<file path="config.mk">
export PLATFORM = sky130hd
export DESIGN_NAME = json_byte_lexer_unit
export DESIGN_NICKNAME = d
export VERILOG_FILES = /design/src/hdl/jbl_pkg.sv /design/src/hdl/json_byte_lexer_unit.sv
export SDC_FILE = /design/constraint.sdc
export NUM_CORES = 1
export LEC_CHECK = 0
export BUFFER_PORTS_ARGS = -buffer_cell sky130_fd_sc_hd__clkbuf_2
export CORE_ASPECT_RATIO = 1.25
export CORE_UTILIZATION = 60
export DETAILED_ROUTE_END_ITERATION = 7
export PLACE_DENSITY_LB_ADDON = 0.12
export REMOVE_ABC_BUFFERS = 1
export SYNTH_ARGS = -nofsm -noshare
export SYNTH_HDL_FRONTEND = slang
export SYNTH_SLANG_ARGS = --single-unit
</file>
<file path="constraint.sdc">
create_clock -name clk -period 7.15 [get_ports clk]
set_input_delay 0.3575 -clock clk [delete_from_list [all_inputs] [get_ports clk]]
set_output_delay 0.3575 -clock clk [all_outputs]
set_load 0.02 [all_outputs]
</file>
<file path="src/hdl/jbl_pkg.sv">
// shared types, character codes and helpers for the json byte lexer
package jbl_pkg;

  typedef enum logic [1:0] {
    MODE_IDLE  = 2'd0,
    MODE_STR   = 2'd1,
    MODE_ESC   = 2'd2,
    MODE_IDENT = 2'd3
  } lex_mode_t;

  typedef enum logic [2:0] {
    KIND_LBRACE   = 3'd0,
    KIND_RBRACE   = 3'd1,
    KIND_LBRACKET = 3'd2,
    KIND_RBRACKET = 3'd3,
    KIND_COMMA    = 3'd4,
    KIND_COLON    = 3'd5,
    KIND_STRING   = 3'd6,
    KIND_IDENT    = 3'd7
  } token_kind_t;

  localparam logic [7:0] CH_NL     = 8'h0A;
  localparam logic [7:0] CH_QUOTE  = 8'h22;
  localparam logic [7:0] CH_BSLASH = 8'h5C;
  localparam logic [7:0] CH_LBRACE = 8'h7B;
  localparam logic [7:0] CH_RBRACE = 8'h7D;
  localparam logic [7:0] CH_LBRKT  = 8'h5B;
  localparam logic [7:0] CH_RBRKT  = 8'h5D;
  localparam logic [7:0] CH_COMMA  = 8'h2C;
  localparam logic [7:0] CH_COLON  = 8'h3A;

  localparam int unsigned OUT_DATA_BITS = 48;
  localparam int unsigned OUT_USER_BITS = 4;

  typedef struct packed {
    token_kind_t kind;
    logic [15:0] line;
    logic [15:0] column;
    logic        carries;
    logic [7:0]  char_byte;
    logic        last;
    logic        err;
  } res_t;

  typedef struct packed {
    logic        hit;
    token_kind_t kind;
  } punct_t;

  function automatic punct_t punct_kind(input logic [7:0] b);
    punct_t p;
    p.hit = 1'b1;
    case (b)
      CH_LBRACE: p.kind = KIND_LBRACE;
      CH_RBRACE: p.kind = KIND_RBRACE;
      CH_LBRKT:  p.kind = KIND_LBRACKET;
      CH_RBRKT:  p.kind = KIND_RBRACKET;
      CH_COMMA:  p.kind = KIND_COMMA;
      CH_COLON:  p.kind = KIND_COLON;
      default: begin
        p.hit  = 1'b0;
        p.kind = KIND_LBRACE;
      end
    endcase
    return p;
  endfunction

  function automatic logic [15:0] sat16(input logic [31:0] v);
    return (|v[31:16]) ? 16'hFFFF : v[15:0];
  endfunction

  function automatic res_t make_res(input token_kind_t kind, input logic [15:0] line,
                                    input logic [15:0] column, input logic carries,
                                    input logic [7:0] ch, input logic last,
                                    input logic err);
    res_t r;
    r.kind      = kind;
    r.line      = line;
    r.column    = column;
    r.carries   = carries;
    r.char_byte = carries ? ch : 8'h00;
    r.last      = last;
    r.err       = err;
    return r;
  endfunction

endpackage

</file>
<file path="src/hdl/json_byte_lexer_unit.sv">
// json byte lexer: text byte stream in, token word stream with positions out
//
// in_*  : one json text byte per word, in_tlast marks the last byte of a text
// out_* : token words; tuser gives the token kind and whether char_out is valid,
//         tlast marks the last word of a token, tdata carries line, column,
//         value byte and the open-string error flag
// path: a taken byte is held in the input register, lexed there, and its words
//   are appended to the output queue once it has room; out_tvalid comes from
//   the queue count
// throughput: one byte per cycle while out_tready stays high; the output side
//   drains one word per cycle, so a byte that gives two words (identifier closed
//   by a delimiter, string cut off after content) waits until both words fit
// stall: with out_tready low the queue fills, the input register holds its
//   byte and in_tready drops; nothing is lost or repeated
// reset: rst_n low clears the lexer mode, line/column counters and the queue;
//   after a last byte the lexer returns to the same state for the next text
module json_byte_lexer_unit #(
  parameter int LINE_BITS   = 16,
  parameter int COLUMN_BITS = 16
) (
  input  logic                                clk,
  input  logic                                rst_n,
  input  logic                                in_tvalid,
  output logic                                in_tready,
  input  logic [7:0]                          in_tdata,   // [7:0] text_byte
  input  logic                                in_tlast,   // final_byte
  output logic                                out_tvalid,
  input  logic                                out_tready,
  // [15:0] start_line, [31:16] start_column, [39:32] char_out,
  // [40] open_string_error, [47:41] zero
  output logic [jbl_pkg::OUT_DATA_BITS-1:0]   out_tdata,
  // [2:0] token_kind, [3] carries_char
  output logic [jbl_pkg::OUT_USER_BITS-1:0]   out_tuser,
  output logic                                out_tlast   // token_last
);
  import jbl_pkg::*;

  // input register
  logic       iv_r;
  logic [7:0] ib_r;
  logic       if_r;

  // lexer state
  lex_mode_t              mode_r, mode_nxt;
  logic [LINE_BITS-1:0]   line_r, line_nxt;
  logic [COLUMN_BITS-1:0] col_r, col_nxt;
  logic [LINE_BITS-1:0]   tline_r, tline_nxt;
  logic [COLUMN_BITS-1:0] tcol_r, tcol_nxt;

  // two-word output queue, slot 0 is the head
  res_t       q_r [2];
  res_t       q_nxt [2];
  logic [1:0] cnt_r, cnt_nxt;

  // words produced by the byte in the input register
  res_t       res0, res1;
  logic [1:0] res_n;
  logic       nl;

  logic       pop;
  logic       adv;
  logic [1:0] free_slots;
  logic [1:0] cnt_pop;

  logic [15:0] cur_line16, cur_col16, tok_line16, tok_col16;
  punct_t      pk;
  logic        printable;

  assign cur_line16 = sat16(32'(line_r));
  assign cur_col16  = sat16(32'(col_r));
  assign tok_line16 = sat16(32'(tline_r));
  assign tok_col16  = sat16(32'(tcol_r));
  assign pk         = punct_kind(ib_r);
  assign printable  = ib_r inside {[8'd33:8'd126]};

  // handshake: take a byte whenever the input register is empty or empties this cycle
  assign pop        = out_tvalid && out_tready;
  assign free_slots = 2'd2 - cnt_r + {1'b0, pop};
  assign adv        = iv_r && (res_n <= free_slots);
  assign in_tready  = !iv_r || adv;

  // next lexer state
  always_comb begin
    mode_nxt  = mode_r;
    tline_nxt = tline_r;
    tcol_nxt  = tcol_r;
    nl        = 1'b0;
    case (mode_r)
      MODE_IDLE: begin
        if (pk.hit) begin
          mode_nxt = MODE_IDLE;
        end else if (ib_r == CH_QUOTE) begin
          mode_nxt  = MODE_STR;
          tline_nxt = line_r;
          tcol_nxt  = col_r;
        end else if (ib_r == CH_NL) begin
          nl = 1'b1;
        end else if (printable) begin
          mode_nxt  = MODE_IDENT;
          tline_nxt = line_r;
          tcol_nxt  = col_r;
        end
      end
      MODE_STR: begin
        if (ib_r == CH_BSLASH) begin
          mode_nxt = MODE_ESC;
        end else if (ib_r == CH_QUOTE) begin
          mode_nxt = MODE_IDLE;
        end
      end
      MODE_ESC: begin
        mode_nxt = MODE_STR;
      end
      MODE_IDENT: begin
        if (pk.hit) begin
          mode_nxt = MODE_IDLE;
        end else if (ib_r == CH_NL) begin
          mode_nxt = MODE_IDLE;
          nl       = 1'b1;
        end
      end
      default: begin
        mode_nxt = MODE_IDLE;
      end
    endcase

    if (if_r) begin
      // end of text: back to the start of a fresh text
      mode_nxt  = MODE_IDLE;
      line_nxt  = '0;
      col_nxt   = '0;
      tline_nxt = '0;
      tcol_nxt  = '0;
    end else if (nl) begin
      line_nxt = (line_r == '1) ? line_r : line_r + 1'b1;
      col_nxt  = '0;
    end else begin
      line_nxt = line_r;
      col_nxt  = (col_r == '1) ? col_r : col_r + 1'b1;
    end
  end

  // result words
  always_comb begin
    res0  = make_res(KIND_STRING, tok_line16, tok_col16, 1'b0, ib_r, 1'b1, 1'b1);
    res1  = make_res(KIND_STRING, tok_line16, tok_col16, 1'b0, ib_r, 1'b1, 1'b1);
    res_n = 2'd0;
    case (mode_r)
      MODE_IDLE: begin
        if (pk.hit) begin
          res0  = make_res(pk.kind, cur_line16, cur_col16, 1'b0, ib_r, 1'b1, 1'b0);
          res_n = 2'd1;
        end else if (ib_r == CH_QUOTE) begin
          // string opened on the last byte: error word at the quote
          res0  = make_res(KIND_STRING, cur_line16, cur_col16, 1'b0, ib_r, 1'b1, 1'b1);
          res_n = if_r ? 2'd1 : 2'd0;
        end else if (ib_r != CH_NL && printable) begin
          res0  = make_res(KIND_IDENT, cur_line16, cur_col16, 1'b1, ib_r, if_r, 1'b0);
          res_n = 2'd1;
        end
      end
      MODE_STR: begin
        if (ib_r == CH_BSLASH) begin
          res_n = if_r ? 2'd1 : 2'd0;
        end else if (ib_r == CH_QUOTE) begin
          res0  = make_res(KIND_STRING, tok_line16, tok_col16, 1'b0, ib_r, 1'b1, 1'b0);
          res_n = 2'd1;
        end else begin
          res0  = make_res(KIND_STRING, tok_line16, tok_col16, 1'b1, ib_r, 1'b0, 1'b0);
          res_n = if_r ? 2'd2 : 2'd1;
        end
      end
      MODE_ESC: begin
        // escaped byte passes through literally
        res0  = make_res(KIND_STRING, tok_line16, tok_col16, 1'b1, ib_r, 1'b0, 1'b0);
        res_n = if_r ? 2'd2 : 2'd1;
      end
      MODE_IDENT: begin
        if (pk.hit) begin
          res0  = make_res(KIND_IDENT, tok_line16, tok_col16, 1'b0, ib_r, 1'b1, 1'b0);
          res1  = make_res(pk.kind, cur_line16, cur_col16, 1'b0, ib_r, 1'b1, 1'b0);
          res_n = 2'd2;
        end else if (ib_r == CH_NL) begin
          res0  = make_res(KIND_IDENT, tok_line16, tok_col16, 1'b0, ib_r, 1'b1, 1'b0);
          res_n = 2'd1;
        end else begin
          res0  = make_res(KIND_IDENT, tok_line16, tok_col16, 1'b1, ib_r, if_r, 1'b0);
          res_n = 2'd1;
        end
      end
      default: begin
        res_n = 2'd0;
      end
    endcase
  end

  // queue update: drop the head on a pop, then append the new words
  always_comb begin
    q_nxt   = q_r;
    cnt_pop = cnt_r;
    if (pop) begin
      q_nxt[0] = q_r[1];
      cnt_pop  = cnt_r - 2'd1;
    end
    cnt_nxt = cnt_pop;
    if (adv) begin
      if (res_n != 2'd0) begin
        q_nxt[cnt_pop[0]] = res0;
      end
      if (res_n == 2'd2) begin
        q_nxt[1] = res1;
      end
      cnt_nxt = cnt_pop + res_n;
    end
  end

  always_ff @(posedge clk) begin
    if (!rst_n) begin
      iv_r    <= 1'b0;
      mode_r  <= MODE_IDLE;
      line_r  <= '0;
      col_r   <= '0;
      tline_r <= '0;
      tcol_r  <= '0;
      cnt_r   <= 2'd0;
    end else begin
      if (in_tvalid && in_tready) begin
        iv_r <= 1'b1;
      end else if (adv) begin
        iv_r <= 1'b0;
      end
      if (adv) begin
        mode_r  <= mode_nxt;
        line_r  <= line_nxt;
        col_r   <= col_nxt;
        tline_r <= tline_nxt;
        tcol_r  <= tcol_nxt;
      end
      cnt_r <= cnt_nxt;
    end
  end

  // payload registers
  always_ff @(posedge clk) begin
    if (in_tvalid && in_tready) begin
      ib_r <= in_tdata;
      if_r <= in_tlast;
    end
    q_r <= q_nxt;
  end

  assign out_tvalid = (cnt_r != 2'd0);
  assign out_tdata  = {7'd0, q_r[0].err, q_r[0].char_byte, q_r[0].column, q_r[0].line};
  assign out_tuser  = {q_r[0].carries, q_r[0].kind};
  assign out_tlast  = q_r[0].last;

`ifndef SYNTHESIS
  a_queue_bound: assert property (@(posedge clk) disable iff (!rst_n)
    cnt_r <= 2'd2)
    else $error("output queue overfilled");

  a_no_overrun: assert property (@(posedge clk) disable iff (!rst_n)
    (cnt_r == 2'd2 && !out_tready) |-> !(adv && res_n != 2'd0))
    else $error("words appended to a full, stalled queue");

  a_text_restart: assert property (@(posedge clk) disable iff (!rst_n)
    (adv && if_r) |=> (mode_r == MODE_IDLE && line_r == '0 && col_r == '0))
    else $error("lexer state not cleared after last byte");

  a_newline_col: assert property (@(posedge clk) disable iff (!rst_n)
    (adv && nl) |=> (col_r == '0))
    else $error("column not cleared after newline");
`endif

endmodule

</file>
Word level (Yosys, flattened, before mapping):

Cells that the tools add are included.
W data, S select, Z words.

* add/subtract/negate cells: 6
* order comparisons: 5
* equality and inequality tests: 24
* multiplexer cells: 65
* bitwise logic cells: 1
* reduce and logical (&&, ||, !) cells: 22

Operators with widths (count)
* $mux W16: 18
* $mux W46: 6
* $mux W92: 2
* $pmux W46 S4: 1
* $bwmux W92: 1
* $mux W44: 2
* $demux W46 S1: 1
* $mux W11: 4
* $eq A8 B7 Y1 const B: 5
* $add A16 B1 Y16 const B: 2
* $eq A16 B16 Y1 const B: 2
* $mux W2: 15
* $eq A8 B6 Y1 const B: 3
* $pmux W2 S4: 2
* $pmux W3 S5: 1
* $reduce_bool A2 Y1: 6
* $mux W1: 11
* $ne A5 B5 Y1 const B: 2
* $reduce_and A5 Y1: 2
* $eq A8 B4 Y1 const B: 1
* $ge A8 B6 Y1 const B: 1
* $le A8 B7 Y1 const B: 1
* $ne A4 B4 Y1 const B: 2
* $ne A8 B4 Y1 const B: 1
* other kinds (21): 31

* flip-flop bits (word level): 170
* bits of input ports: 13
* output and inout bits: 55
* logic and storage cells: 146

Depth between registers and ports, before layout:

* word-level depth: 12
* gate-level depth with buffers: 20
* depth with buffers taken out: 13

Least setup slack after synthesis:

No wires, ideal clock.

* kind: register to register
* start point: reg cnt_r[1]
* end point: reg with a tool-made name
* library setup time: 305 ps
* arrival time: 5991 ps
* required time: 6845 ps
* path slack: 854 ps
* stages on the path, launching flop included: 19
* path buffers: 6
* clock period less this slack: 6296 ps
* path through: dfxtp_1 > inv_1 > ha_1 > nor2b_1 > clkbuf_1 > buf_1 > clkbuf_1 > inv_1 > ha_1 > clkbuf_1 > inv_1 > clkbuf_1 > ha_1 > nor2b_1 > o21ai_0 > nand2_1 > clkbuf_1 > a21oi_1 > nor2b_1

RTL lines
* start: declaration: RTL line json_byte_lexer_unit.sv:53 `logic [1:0] cnt_r, cnt_nxt;`
* start signal: assignment: RTL line json_byte_lexer_unit.sv:239 `cnt_r <= cnt_nxt;`

==> flow_summary.html <==
<table>
<tr><th>Metric</th><th>Value</th></tr>
<tr><th colspan="2">Clock network</th></tr>
<tr><td>Num Clock Sinks</td><td>between 150 and 200</td></tr>
<tr><td>Clock tree from TritonCTS</td><td>done</td></tr>
<tr><td>Post-cts sizing count</td><td>0</td></tr>
<tr><td>CTS Hold Bufs</td><td>0</td></tr>
<tr><td>Clk Tree Root Cell</td><td>sky130_fd_sc_hd__clkbuf_16</td></tr>
<tr><td>TritonCTS Buffers</td><td>17</td></tr>
<tr><td>Worst-case clock buffer depth</td><td>2</td></tr>
<tr><td>Htree depth</td><td>4</td></tr>
<tr><td>Clock input transition at the sequential cells of the worst setup and hold paths</td><td>about 0.07 ns</td></tr>
<tr><td>Clock network latency to the later pin of the worst-skew pair</td><td>approximately 0.44 ns</td></tr>
<tr><td>Post-CTS setup buffer count</td><td>0</td></tr>
<tr><th colspan="2">Route</th></tr>
<tr><td>Initial drt markers</td><td>between 600 and 700</td></tr>
<tr><td>Remaining design rule violation count</td><td>0</td></tr>
<tr><td>Number of iterations in the first detailed-routing pass</td><td>4</td></tr>
<tr><td>Avg Vias per Cell</td><td>6.20</td></tr>
<tr><td>Total routed wirelength</td><td>about 23000 um</td></tr>
<tr><td>Average wire length per cell after detail routing</td><td>approximately 18 um</td></tr>
<tr><td>Vias</td><td>approximately 8000</td></tr>
<tr><td>Post-route ant nets</td><td>0</td></tr>
<tr><th colspan="2">Final layout</th></tr>
<tr><td>Commonest non-fill, non-tap cell in the layout</td><td>sky130_fd_sc_hd__mux2i_1</td></tr>
<tr><td>Final non-filler cell total</td><td>~1300</td></tr>
<tr><td>Final Instance Area</td><td>between 10000 and 15000 um2</td></tr>
<tr><td>Most used cells in the layout excluding fill and tap cells</td><td>sky130_fd_sc_hd__mux2i_1 (153), sky130_fd_sc_hd__dfxtp_1 (115), sky130_fd_sc_hd__o21ai_0 (67), sky130_fd_sc_hd__a21oi_1 (65), sky130_fd_sc_hd__nand2_1 (64)</td></tr>
<tr><td>Layout cell share with drive strength beyond 1</td><td>11.9%</td></tr>
<tr><td>Layout overhead on the synthesized area</td><td>6.15%</td></tr>
<tr><td>Final net count</td><td>1053</td></tr>
<tr><td>Antenna diodes</td><td>0</td></tr>
<tr><th colspan="2">Timing</th></tr>
<tr><td>Max transition margin</td><td>21.7%</td></tr>
<tr><td>Final setup slack of the worst path</td><td>about 1.8 ns</td></tr>
<tr><td>Min Tclk post-route</td><td>approximately 5.3 ns</td></tr>
<tr><td>Final number of max-transition violations</td><td>0</td></tr>
<tr><td>Worst Hold Slack</td><td>0.102 ns</td></tr>
<tr><td>Count of endpoints failing hold in the final timing report</td><td>0</td></tr>
<tr><td>Transition time at the pin with the least slew margin</td><td>roughly 1.2 ns</td></tr>
<tr><td>Tcrit/Tclk final</td><td>~75%</td></tr>
<tr><td>Max Clock Freq</td><td>~190 MHz</td></tr>
<tr><td>Clk_skew</td><td>0.00918 ns</td></tr>
<tr><td>Number of endpoints failing setup at the final stage</td><td>0</td></tr>
<tr><td>Setup repair after global routing missed its margin</td><td>no</td></tr>
<tr><th colspan="2">Die</th></tr>
<tr><td>Number of top-level pins</td><td>68</td></tr>
<tr><td>Area of the die</td><td>17000 um2</td></tr>
<tr><td>Die extent in y</td><td>between 100 and 150 um</td></tr>
<tr><td>Initial cell density of the core</td><td>61.2%</td></tr>
<tr><td># rows</td><td>52</td></tr>
<tr><td>Placeable core region</td><td>around 16000 um2</td></tr>
<tr><td>Overall die width</td><td>about 120 um</td></tr>
<tr><th colspan="2">Power</th></tr>
<tr><td>Total power density per cell area</td><td>~350 nW/um2</td></tr>
<tr><td>Final Total Pwr</td><td>approximately 3.7 mW</td></tr>
<tr><td>Clock network power share</td><td>about a quarter</td></tr>
<tr><td>Net switching fraction of the power</td><td>between 30% and 40%</td></tr>
<tr><td>Sw power</td><td>approximately 1.4 mW</td></tr>
<tr><td>P_int</td><td>~2.3 mW</td></tr>
<tr><td>Standby leakage power</td><td>about 4.1 nW</td></tr>
<tr><td>Part of the total power dissipated in sequential elements</td><td>a little over a third</td></tr>
<tr><td>Part of the power in combinational logic</td><td>between 30 and 40%</td></tr>
<tr><td>Worst IR Drop VDD</td><td>0.195 mV</td></tr>
<tr><th colspan="2">Synthesis</th></tr>
<tr><td>Mapped Cells</td><td>around 1100</td></tr>
<tr><td>Number of register bits inferred by synthesis</td><td>170</td></tr>
<tr><td>Sequential area share after synthesis</td><td>about two fifths</td></tr>
<tr><td>Fraction of registers with async set or reset after synthesis</td><td>0%</td></tr>
<tr><td>Combined area of all synthesized cells</td><td>9880 um2</td></tr>
<tr><td>Number of synthesized flops with an enable pin</td><td>55</td></tr>
<tr><td>Cell variety after synth</td><td>67</td></tr>
<tr><td>Total of warnings raised by yosys</td><td>0</td></tr>
<tr><td>Per-instance average area after synthesis</td><td>around 9.2 um2</td></tr>
<tr><td>Most used flip-flop cell after synthesis</td><td>sky130_fd_sc_hd__dfxtp_1</td></tr>
<tr><th colspan="2">Place</th></tr>
<tr><td>Weighted congestion reported at the end of routability-driven placement</td><td>between 0.8 and 0.9</td></tr>
<tr><td>Buffers on Ports</td><td>60</td></tr>
<tr><td>Placement-stage cell area</td><td>a little under 10000 um2</td></tr>
<tr><td>Cell total after placement</td><td>between 1000 and 1500</td></tr>
<tr><td>Placement Setup Slack</td><td>roughly 1.9 ns</td></tr>
<tr><td>HPWL after detailed placement</td><td>14200 um</td></tr>
<tr><th colspan="2">Status</th></tr>
<tr><td>Status</td><td>finished clean</td></tr>
<tr><th colspan="2">Worst hold path</th></tr>
<tr><td>Min-Delay Path Class</td><td>in -&gt; reg</td></tr>
<tr><th colspan="2">Global route</th></tr>
<tr><td>Antenna violations before repair</td><td>0</td></tr>
<tr><td>Maximum number of pins on one net before global-route repair</td><td>84</td></tr>
<tr><td>Number of global-route vias before repair</td><td>around 7600</td></tr>
<tr><td>First-pass GRT wire length</td><td>around 38000 um</td></tr>
<tr><td>GRT overflow</td><td>0</td></tr>
<tr><td>Global-route usage over all layers</td><td>roughly 29%</td></tr>
<tr><th colspan="2">Worst setup path</th></tr>
<tr><td>Path type of the worst setup path</td><td>reg -&gt; reg</td></tr>
<tr><td>CP startpoint kind</td><td>register</td></tr>
<tr><td>Highest net fanout along the worst path</td><td>46</td></tr>
<tr><td>Required time of the worst setup path</td><td>between 7 and 8 ns</td></tr>
<tr><td>Worst setup EP type</td><td>register</td></tr>
<tr><td>Data arrival time at the worst-slack endpoint</td><td>around 5.5 ns</td></tr>
<tr><th colspan="2">Job</th></tr>
<tr><td>Max-capacitance violation count</td><td>0</td></tr>
</table>
==> critical path: stages (launching register included) <==
cell	delay, ns
sky130_fd_sc_hd__edfxtp_1	0.65
sky130_fd_sc_hd__and4b_1	0.27
sky130_fd_sc_hd__a22o_1	0.31
sky130_fd_sc_hd__o31ai_4	0.26
sky130_fd_sc_hd__buf_4	0.57
sky130_fd_sc_hd__o22a_1	0.22
sky130_fd_sc_hd__buf_4	0.43
sky130_fd_sc_hd__inv_1	0.19
sky130_fd_sc_hd__ha_1	0.33
sky130_fd_sc_hd__nor2b_1	0.14
sky130_fd_sc_hd__o21ai_0	0.26
sky130_fd_sc_hd__nand2_1	0.12
sky130_fd_sc_hd__buf_4	0.28
sky130_fd_sc_hd__a21oi_4	0.15
sky130_fd_sc_hd__buf_4	0.60
sky130_fd_sc_hd__nor2b_1	0.23
==> flip-flops by register name, indices dropped and copies added, names as in the netlist, named ones only <==
| register | cells |
|---|---|
| q_r | 45 |
| out_tdata | 41 |
| col_r | 16 |
| cur_line16 | 16 |
| tcol_r | 16 |
| tline_r | 16 |
| ib_r | 8 |
| out_tuser | 4 |
| cnt_r | 2 |
| mode_r | 2 |
| if_r | 1 |
| iv_r | 1 |
| out_tlast | 1 |
==> per-stage QoR <==
| stage | TNS [ns] | utilization [%] |
|---|---|---|
| 2_1_floorplan | -338.48 | - |
| 3_3_place_gp | 0 | 61.1 |
| 3_5_place_dp | 0 | 61.1 |
| 4_1_cts | 0 | 65.0 |
| 5_1_grt | 0 | 65.0 |
| 6_report | 0 | 65.0 |
==> cell usage after synthesis (all sizes together), types with 16 or more instances <==
master  instances  area, um2
buf            70        514
nor3           26        130
inv            16       60.1
o21ai          70        350
edfxtp         55       1650
a21o           26        195
a21oi          67        335
and3           19        119
nand3          34        170
clkbuf         76        285
nand4          50        313
o31ai          21        158
nor2           38        143
mux2i         153       1530
nand2          64        240
dfxtp         115       2300
nor2b          26        163
==> path summary, 6_finish.rpt <==
kind | cells after the start | end | slack (ns) | from
setup reg to reg | 15 | register | 1.82 | ib_r[1]
hold / removal | 1 | ib_r[1] | 0.10 | in_tdata[1]
setup / recovery | 15 | register | 1.82 | ib_r[1]
hold reg to reg | 2 | tline_r[12] | 0.49 | tline_r[12]
==> layer usage <==
metal	global-route usage [%]	vias to the layer above	wire, um
met1	36.8	3754	10400
met2	47.8	200	11400
met5	0	-	0
li1	-	3801	-
met3	4.79	41	889
met4	11.6	0	467
==> logic make-up (layout without fill, tap and decap cells) <==
group,Yosys count,in the layout,share of synthesized area (%)
flip-flops,170,170,40.0
adder cells (fa/ha/maj),12,12,1.52
AND/OR/NAND/NOR,329,329,18.3
multiplexers,153,153,15.5
buffers and inverters,163,125,8.74
AO/OA/AOI/OAI,233,233,14.9
other,1,7,0.0380
XOR/XNOR,12,12,1.06
==> power groups by stage <==
stage / Clock (mW) / Combinational (mW) / Sequential [mW]
finish: 0.990 / 1.38 / 1.34
global route: 1.04 / 1.53 / 1.36
CTS: 1.00 / 1.39 / 1.34
detailed placement: 0 / 1.38 / 1.36
global placement: 0 / 1.36 / 1.35
floorplan: 0 / 0.832 / 1.49
==> area by class of cell <==
class / count / area (um2)
clock inverters: 14 / 181
clock buffers: 18 / 450
flip-flops and latches: 170 / 3950
well taps: 216 / 270
fillers: 1421 / 5650
repair buffers: 76 / 420
inverters: 17 / 63.8
multi-input cells: 746 / 5150
No activity file was read; power rests on OpenSTA's default activity.
